### src/att_fifo.sv
// Small first-in first-out queue of words with a valid/ready interface.
// Generic; depends on nothing else.
`timescale 1ns / 1ps
`default_nettype none
module att_fifo #(
   parameter int WIDTH      = 8,
   parameter int DEPTH_LOG2 = 2
) (
   input  wire logic             clock,
   input  wire logic             reset,
   input  wire logic             wr_valid,
   output logic                  wr_ready,
   input  wire logic [WIDTH-1:0] wr_data,
   output logic                  rd_valid,
   input  wire logic             rd_ready,
   output logic [WIDTH-1:0]      rd_data
);
   localparam int DEPTH = 2 ** DEPTH_LOG2;

   logic [WIDTH-1:0]      mem_ff [0:DEPTH-1];
   logic [DEPTH_LOG2-1:0] wr_ptr_ff, rd_ptr_ff;
   logic [DEPTH_LOG2:0]   count_ff, count_in;
   logic                  do_wr, do_rd;

   assign wr_ready = (count_ff != (DEPTH_LOG2+1)'(DEPTH));
   assign rd_valid = (count_ff != '0);
   assign rd_data  = mem_ff[rd_ptr_ff];
   assign do_wr    = wr_valid && wr_ready;
   assign do_rd    = rd_valid && rd_ready;

   always_comb begin
      count_in = count_ff;
      if (do_wr && !do_rd) begin
         count_in = count_ff + 1'b1;
      end else if (do_rd && !do_wr) begin
         count_in = count_ff - 1'b1;
      end
   end

   always_ff @(posedge clock) begin
      if (reset) begin
         wr_ptr_ff <= '0;
         rd_ptr_ff <= '0;
         count_ff  <= '0;
      end else begin
         count_ff <= count_in;
         if (do_wr) begin
            wr_ptr_ff <= wr_ptr_ff + 1'b1;
         end
         if (do_rd) begin
            rd_ptr_ff <= rd_ptr_ff + 1'b1;
         end
      end
   end

   always_ff @(posedge clock) begin
      if (do_wr) begin
         mem_ff[wr_ptr_ff] <= wr_data;
      end
   end
endmodule
`default_nettype wire

### config.mk
export PLATFORM = sky130hd
export DESIGN_NAME = att_fifo
export DESIGN_NICKNAME = d
export VERILOG_FILES = /design/src/att_fifo.sv
export SDC_FILE = /design/constraint.sdc
export NUM_CORES = 1
export LEC_CHECK = 0
export ABC_AREA = 1
export ABC_CLOCK_PERIOD_IN_PS = 1900
export BUFFER_PORTS_ARGS = -buffer_cell sky130_fd_sc_hd__buf_2
export CORE_MARGIN = 4
export CORE_UTILIZATION = 35
export DETAILED_ROUTE_END_ITERATION = 6
export GPL_ROUTABILITY_DRIVEN = 0
export GPL_TIMING_DRIVEN = 0
export HOLD_SLACK_MARGIN = 0.05
export PLACE_DENSITY = 0.5
export RECOVER_POWER = 100
export SYNTH_ARGS = -nofsm -noshare
export SYNTH_HDL_FRONTEND = slang
export SYNTH_SLANG_ARGS = --single-unit
### constraint.sdc
create_clock -name clock -period 1.9 [get_ports clock]
set_input_delay 0.285 -clock clock [delete_from_list [all_inputs] [get_ports clock]]
set_output_delay 0.285 -clock clock [all_outputs]
set_load 0.02 [all_outputs]
==> results of run 1 <==
## power by group through the flow
stage / Combinational, W / Sequential (W) / Clock (W)
floorplan: 0.000597 / 0.00118 / 0
global placement: 0.000818 / 0.00121 / 0
detailed placement: 0.000850 / 0.00122 / 0
CTS: 0.000854 / 0.00119 / 0.000727
global route: 0.000969 / 0.00122 / 0.000777
finish: 0.000859 / 0.00121 / 0.000706
## timing repair
action	CTS	global route
setup endpoints to repair	0	4
buffers inserted	0	1
hold buffers	0	0
endpoints found under the hold margin	0	0
gates resized for setup	0	9
## worst reg2reg max path, delay by kind of cell, from the launching register on
family                     cells  cell delay [ps]
AOI/OAI and AO/OA              1              150
adders and majority gates      2              640
buffers and inverters          2              150
DFF                            1              370
and+or+nand+nor                4              370
## sequential cells by signal, indices dropped and copies added (netlist names), named ones only
register,count
count_ff,3
rd_ptr_ff,2
wr_ptr_ff,2
mem_ff,32
## how the worst min path moves through the flow
stage	cells after the start	endpoint	start	slack (ps)
2_1_floorplan	1	flop	reset	350
3_3_place_gp	2	rd_ptr_ff[1]	rd_ptr_ff[1]	480
3_5_place_dp	2	rd_ptr_ff[1]	rd_ptr_ff[1]	490
4_1_cts	1	mem_ff[0][2]	wr_data[2]	210
5_1_grt	2	rd_ptr_ff[0]	reset	220
6_report	2	count_ff[0]	reset	210
## kinds of logic (layout without fill, tap and decap cells)
kind of cell,after synthesis,count (layout),synth area share [%]
adder cells (fa/ha/maj),6,6,4.893
flip-flops,41,41,67.61
XOR/XNOR,1,1,0.5190
AND/OR/NAND/NOR,50,50,12.53
AO/OA/AOI/OAI,28,28,9.562
buffers and inverters,18,48,4.893
## final cells by class
cell class | instances | area (um2)
Buffer | 2 | 22.52
Clock buffer | 7 | 86.33
Clock inverter | 1 | 30.03
Fill cell | 452 | 2700
Inverter | 16 | 60.06
Multi-Input combinational cell | 85 | 476.7
Sequential cell | 41 | 1149
Tap cell | 54 | 67.56
Timing Repair Buffer | 22 | 100.1
## through the flow
stage                     worst slack [ps]  area (um2)  util (%)  total power, W
after floorplan                      150.8        1688         -        0.001782
after CTS                            48.57        1977     42.13        0.002776
after global placement               135.1        1861     39.65        0.002025
after detailed placement             62.75        1861     39.65        0.002066
final                                124.5        1992     42.45        0.002775
after global routing                 9.807        1992     42.45        0.002971
## cell usage in the layout, fill, tap and decap left out
| cell type | instances |
|---|---|
| clkbuf_2 | 6 |
| buf_4 | 1 |
| nand3_2 | 1 |
| bufinv_16 | 1 |
| fa_2 | 1 |
| dfxtp_1 | 7 |
| o21ai_0 | 12 |
| nand3b_1 | 1 |
| nand3_1 | 3 |
| clkbuf_1 | 11 |
| nor2_4 | 1 |
| inv_2 | 3 |
| o21ai_1 | 2 |
| clkbuf_8 | 6 |
| inv_1 | 13 |
| dfxtp_4 | 2 |
| nand2_1 | 11 |
| o22ai_1 | 8 |
| buf_6 | 2 |
| a21oi_1 | 3 |
| buf_2 | 5 |
| ha_1 | 5 |
| xor2_1 | 1 |
| nor2_1 | 28 |
| nor2_2 | 1 |
| o21ai_2 | 3 |
| edfxtp_1 | 32 |
| nand2_2 | 4 |
## per-layer routing
layer / share of wire [%] / vias to the layer above / wire length, um / global-route usage [%]
met5: 0 / - / 0 / 0
met4: 1.0 / 0 / 35 / 3.737
met3: 3.7 / 5 / 123 / 4.176
met2: 53 / 17 / 1771 / 21.59
met1: 43 / 526 / 1435 / 13.27
li1: - / 551 / - / -
==> results.sh, run 1 <==
export IMPL_rsz0062_at_grt="no"
export IMPL_synthDistinctLibCells=19
export IMPL_grt_use_total_pct=12.02
export IMPL_fin_crit_ps=1776
export IMPL_die_h_um=77.45
export IMPL_powerDensity_nw_per_um2=1393
export IMPL_seqPwrFrac_pct=43.6
export IMPL_comb_power_share_pct=30.9
export IMPL_finClkSkew_ps=4.759
export IMPL_post_drt_wl_per_cell_um=14.76
export IMPL_cp_top_family="flip-flops"
export IMPL_p_sw_share_pct=33.77
export IMPL_dp_cells=219
export IMPL_synth_area_per_cell_um2=11.72
export IMPL_syn_area_um2=1688
export IMPL_die_w_um=77.45
export IMPL_drt_total_wl_um=3365
export IMPL_cp_max_fo=8
export IMPL_diodes=0
export IMPL_post_route_cells_drive_above_1_share_pct=21.26
export IMPL_critPathMaxStageDelay_ps=530
export IMPL_hpwlAfterDp_um=2329
export IMPL_antenna_found_initial=0
export IMPL_hp_class="in -> reg"
export IMPL_first_pass_iters=4
export IMPL_reg2reg_from="count_ff[1]"
export IMPL_ys_async_sr_fraction_pct=0
export IMPL_cts_root_buf="clkbuf_8"
export IMPL_cp_end_kind="primary output"
export IMPL_yosysMostFrequentCell="edfxtp_1"
export IMPL_worstMarginPinSlew_ps=841.4
export IMPL_slowest_stage="dfxtp_1"
export IMPL_reg2regPathDepth=9
export IMPL_reg2reg_to="count_ff[1]"
export IMPL_syn_nets=162
export IMPL_grt_max_degree=13
export IMPL_synthDominantCellAreaShare_pct=56.93
export IMPL_std_cell_rows=25
export IMPL_r2r_slack_ps=130
export IMPL_worst_ep_required_time_ps=1620
export IMPL_cts_tree="yes"
export IMPL_tns_ps=0
export IMPL_finalHoldWorstSlack_ps=213.4
export IMPL_cts_htree_levels=2
export IMPL_synth_top_cells_by_area="edfxtp_1 57%, dfxtp_1 11%, nor2_1 6.2%"
export IMPL_path_class="reg -> out"
export IMPL_yosysTopAreaCell="edfxtp_1"
export IMPL_gr_total_overflow=0
export IMPL_path_buf_inv=3
export IMPL_syn2layout_area_growth_pct=18.01
export IMPL_grt_pass1_wl_um=5444
export IMPL_first_iter_violations=52
export IMPL_synth_main_ff_cell="edfxtp_1"
export IMPL_portBuffers=21
export IMPL_instances_no_fill=228
export IMPL_die_area_um2=5998
export IMPL_start_kind="flop"
export IMPL_internal_power_w=0.001838
export IMPL_synth_cells=144
export IMPL_io_pins=22
export IMPL_ir_drop_uv=685.7
export IMPL_yosysSeqAreaShare_pct=67.61
export IMPL_yosys_top_cells_count="32 x edfxtp_1, 28 x nor2_1, 14 x inv_1"
export IMPL_vias=1099
export IMPL_ant_nets=0
export IMPL_drc=0
export IMPL_synth_edf_count=32
export IMPL_switching_power_w=0.0009372
export IMPL_clkSlewWorstSetupHoldPaths_ps=70
export IMPL_cts_sinks=41
export IMPL_cp_depth=5
export IMPL_yosysWarnings=0
export IMPL_vias_per_cell=4.820
export IMPL_relSlewSlack_pct=43.70
export IMPL_total_leakage_power_nw=0.7473
export IMPL_crit_path_end="rd_data[0]"
export IMPL_cts_buffers=5
export IMPL_hold_violations=0
export IMPL_core_area_um2=4692
export IMPL_cap_violations=0
export IMPL_min_period_over_period_pct=93.45
export IMPL_clockBufferDepth=2
export IMPL_status="finished clean"
export IMPL_p_clk_share_pct=25.4
export IMPL_worstPathArrival_ps=1490
export IMPL_fin_nets=191
export IMPL_synth_ff_latch_count=41
export IMPL_fmax_mhz=563.2
export IMPL_insertion_delay_ps=280
export IMPL_slew_violations=0
export IMPL_crit_chain="inv_2 -> buf_4 -> o21ai_0 -> o22ai_1 -> clkbuf_2"
export IMPL_final_setup_viol_count=0
export IMPL_start_util_pct=35.97
export IMPL_first_global_vias=1136
Power figures use the tool's default switching activity.
==> run 2: changes to the inputs <==
REMOVE_ABC_BUFFERS = 1   (was default)
==> run 2 against run 1 <==
Effect of this change: clock-buffer cell count rose by 1; sequential share of layout area rose by 2.4 points; first-iteration DRC count fell by 15%; core utilization fell by 1.6 points; wire length fell by 12%.
==> results.sh, run 2 (synthesis gave the netlist of run 1 again) <==
export IMPL_status="finished clean"
export IMPL_path_buf_inv=2
export IMPL_fin_nets=188
export IMPL_seqPwrFrac_pct=48.6
export IMPL_first_global_vias=989
export IMPL_antenna_found_initial=0
export IMPL_first_iter_violations=44
export IMPL_switching_power_w=0.0008875
export IMPL_reg2regPathDepth=9
export IMPL_drt_total_wl_um=2973
export IMPL_clockBufferDepth=2
export IMPL_core_area_um2=4692
export IMPL_preCtsSetupSlack_ps=77.34
export IMPL_io_pins=22
export IMPL_tns_ps=0
export IMPL_cp_depth=9
export IMPL_post_drt_wl_per_cell_um=13.21
export IMPL_p_sw_share_pct=35.40
export IMPL_reg2reg_from="count_ff[1]"
export IMPL_slowest_stage="fa_1"
export IMPL_cp_top_family="adder cells"
export IMPL_finalHoldWorstSlack_ps=198.2
export IMPL_die_w_um=77.45
export IMPL_portBuffers=21
export IMPL_ir_drop_uv=590.4
export IMPL_cts_root_buf="clkbuf_8"
export IMPL_fin_util_pct=40.83
export IMPL_rsz0062_at_grt="no"
export IMPL_hp_class="in -> reg"
export IMPL_crit_start="count_ff[1]"
export IMPL_critPathMaxStageDelay_ps=420
export IMPL_worstMarginPinSlew_ps=866.4
export IMPL_crit_path_end="count_ff[1]"
export IMPL_relSlewSlack_pct=42.02
export IMPL_powerDensity_nw_per_um2=1309
export IMPL_grt_use_total_pct=10.85
export IMPL_cts_sinks=41
export IMPL_cap_violations=0
export IMPL_die_h_um=77.45
export IMPL_reg2reg_to="count_ff[1]"
export IMPL_max_flop_register="mem_ff"
export IMPL_fin_crit_ps=1752
export IMPL_syn2layout_area_growth_pct=13.49
export IMPL_start_kind="flop"
export IMPL_worst_slack_ps=148.2
export IMPL_internal_power_w=0.001619
export IMPL_ant_nets=0
export IMPL_path_class="reg -> reg"
export IMPL_cp_max_fo=5
export IMPL_post_route_cells_drive_above_1_share_pct=16.37
export IMPL_slew_violations=0
export IMPL_die_area_um2=5998
export IMPL_largestRegisters="mem_ff (32), count_ff (3)"
export IMPL_holdPathStages=2
export IMPL_final_common_cell="edfxtp_1"
export IMPL_fmax_mhz=570.8
export IMPL_gr_total_overflow=0
export IMPL_r2r_slack_ps=150
export IMPL_cts_buffers=5
export IMPL_total_leakage_power_nw=0.7013
export IMPL_first_pass_iters=4
export IMPL_std_cell_rows=25
export IMPL_vias_per_cell=4.747
export IMPL_hold_buffers=0
export IMPL_largest_reg_flops=32
export IMPL_comb_power_share_pct=30.0
export IMPL_vias=1068
export IMPL_drc=0
export IMPL_worst_ep_required_time_ps=2090
export IMPL_diodes=0
export IMPL_start_util_pct=35.97
export IMPL_grt_max_degree=18
export IMPL_worstPathArrival_ps=1940
export IMPL_hold_violations=0
export IMPL_insertion_delay_ps=290
export IMPL_finClkSkew_ps=5.554
export IMPL_clkSlewWorstSetupHoldPaths_ps=70
export IMPL_grt_pass1_wl_um=4823
export IMPL_cts_tree="yes"
export IMPL_cp_end_kind="flop"
export IMPL_crit_chain="nor2_2 -> nand2_2 -> nand2_4 -> inv_2 -> ha_1 -> inv_1 -> fa_1 -> o21ai_1 -> nor2_1"
export IMPL_layout_common_cells="32 x edfxtp_1, 28 x nor2_1, 16 x clkbuf_1"
export IMPL_p_clk_share_pct=21.4
export IMPL_hpwlAfterDp_um=1987
export IMPL_min_period_over_period_pct=92.20
export IMPL_cts_htree_levels=2
export IMPL_final_setup_viol_count=0
run 2: changes by cell type in the layout (fill, tap and decap cells not counted), sizes merged:
cell    previous run  this run
bufinv             1         0
clkbuf            23        24
buf                8         5
run 2: how the worst min path moves through the flow:
stage                            start            to  slack (ps)
after floorplan                  reset          flop         350
after global placement    rd_ptr_ff[0]  rd_ptr_ff[0]         490
after detailed placement  rd_ptr_ff[1]          flop         490
after CTS                        reset   count_ff[0]         190
after global routing             reset   count_ff[0]         190
final                            reset   count_ff[0]         200
run 2: cell type report:
type,count,area [um2]
Tap cell,54,67.56
Multi-Input combinational cell,85,469.2
Inverter,16,60.06
Clock buffer,8,80.08
Sequential cell,41,1150
Fill cell,464,2776
Timing Repair Buffer,21,88.84
run 2: power by group through the flow:
| stage | clock, W | sequential, W | combinational (W) |
|---|---|---|---|
| 3_5_place_dp | 0 | 0.00123 | 0.000767 |
| 3_3_place_gp | 0 | 0.00122 | 0.000750 |
| 6_report | 0.000536 | 0.00122 | 0.000753 |
| 4_1_cts | 0.000557 | 0.00121 | 0.000774 |
| 5_1_grt | 0.000603 | 0.00124 | 0.000864 |
| 2_1_floorplan | 0 | 0.00120 | 0.000553 |
run 2: worst reg2reg max path: stages (launching register included):
cell,delay [ps]
dfxtp_2,340
nor2_2,150
nand2_2,110
nand2_4,100
inv_2,50
ha_1,200
inv_1,80
fa_1,420
o21ai_1,150
nor2_1,50
run 2: timing repair:
item                       in CTS  in global routing
setup endpoints to repair       8                  7
pin swaps                       0                  0
setup buffers                   0                  0
resized for setup               1                  7
run 2: per-layer routing:
metal,GRT usage [%],wire [um],vias up
li1,-,-,543
met1,11.66,1276,493
met2,18.57,1470,26
met3,4.524,175,6
met4,4.804,51,0
met5,0,0,-
run 2: stage by stage:
stage | power, W | instances | cell area, um2
after CTS | 0.002543 | 225 | 1919
after global routing | 0.002710 | 225 | 1916
after detailed placement | 0.001997 | 217 | 1838
after global placement | 0.001975 | 217 | 1838
after floorplan | 0.001750 | 142 | 1665
final | 0.002507 | 225 | 1916
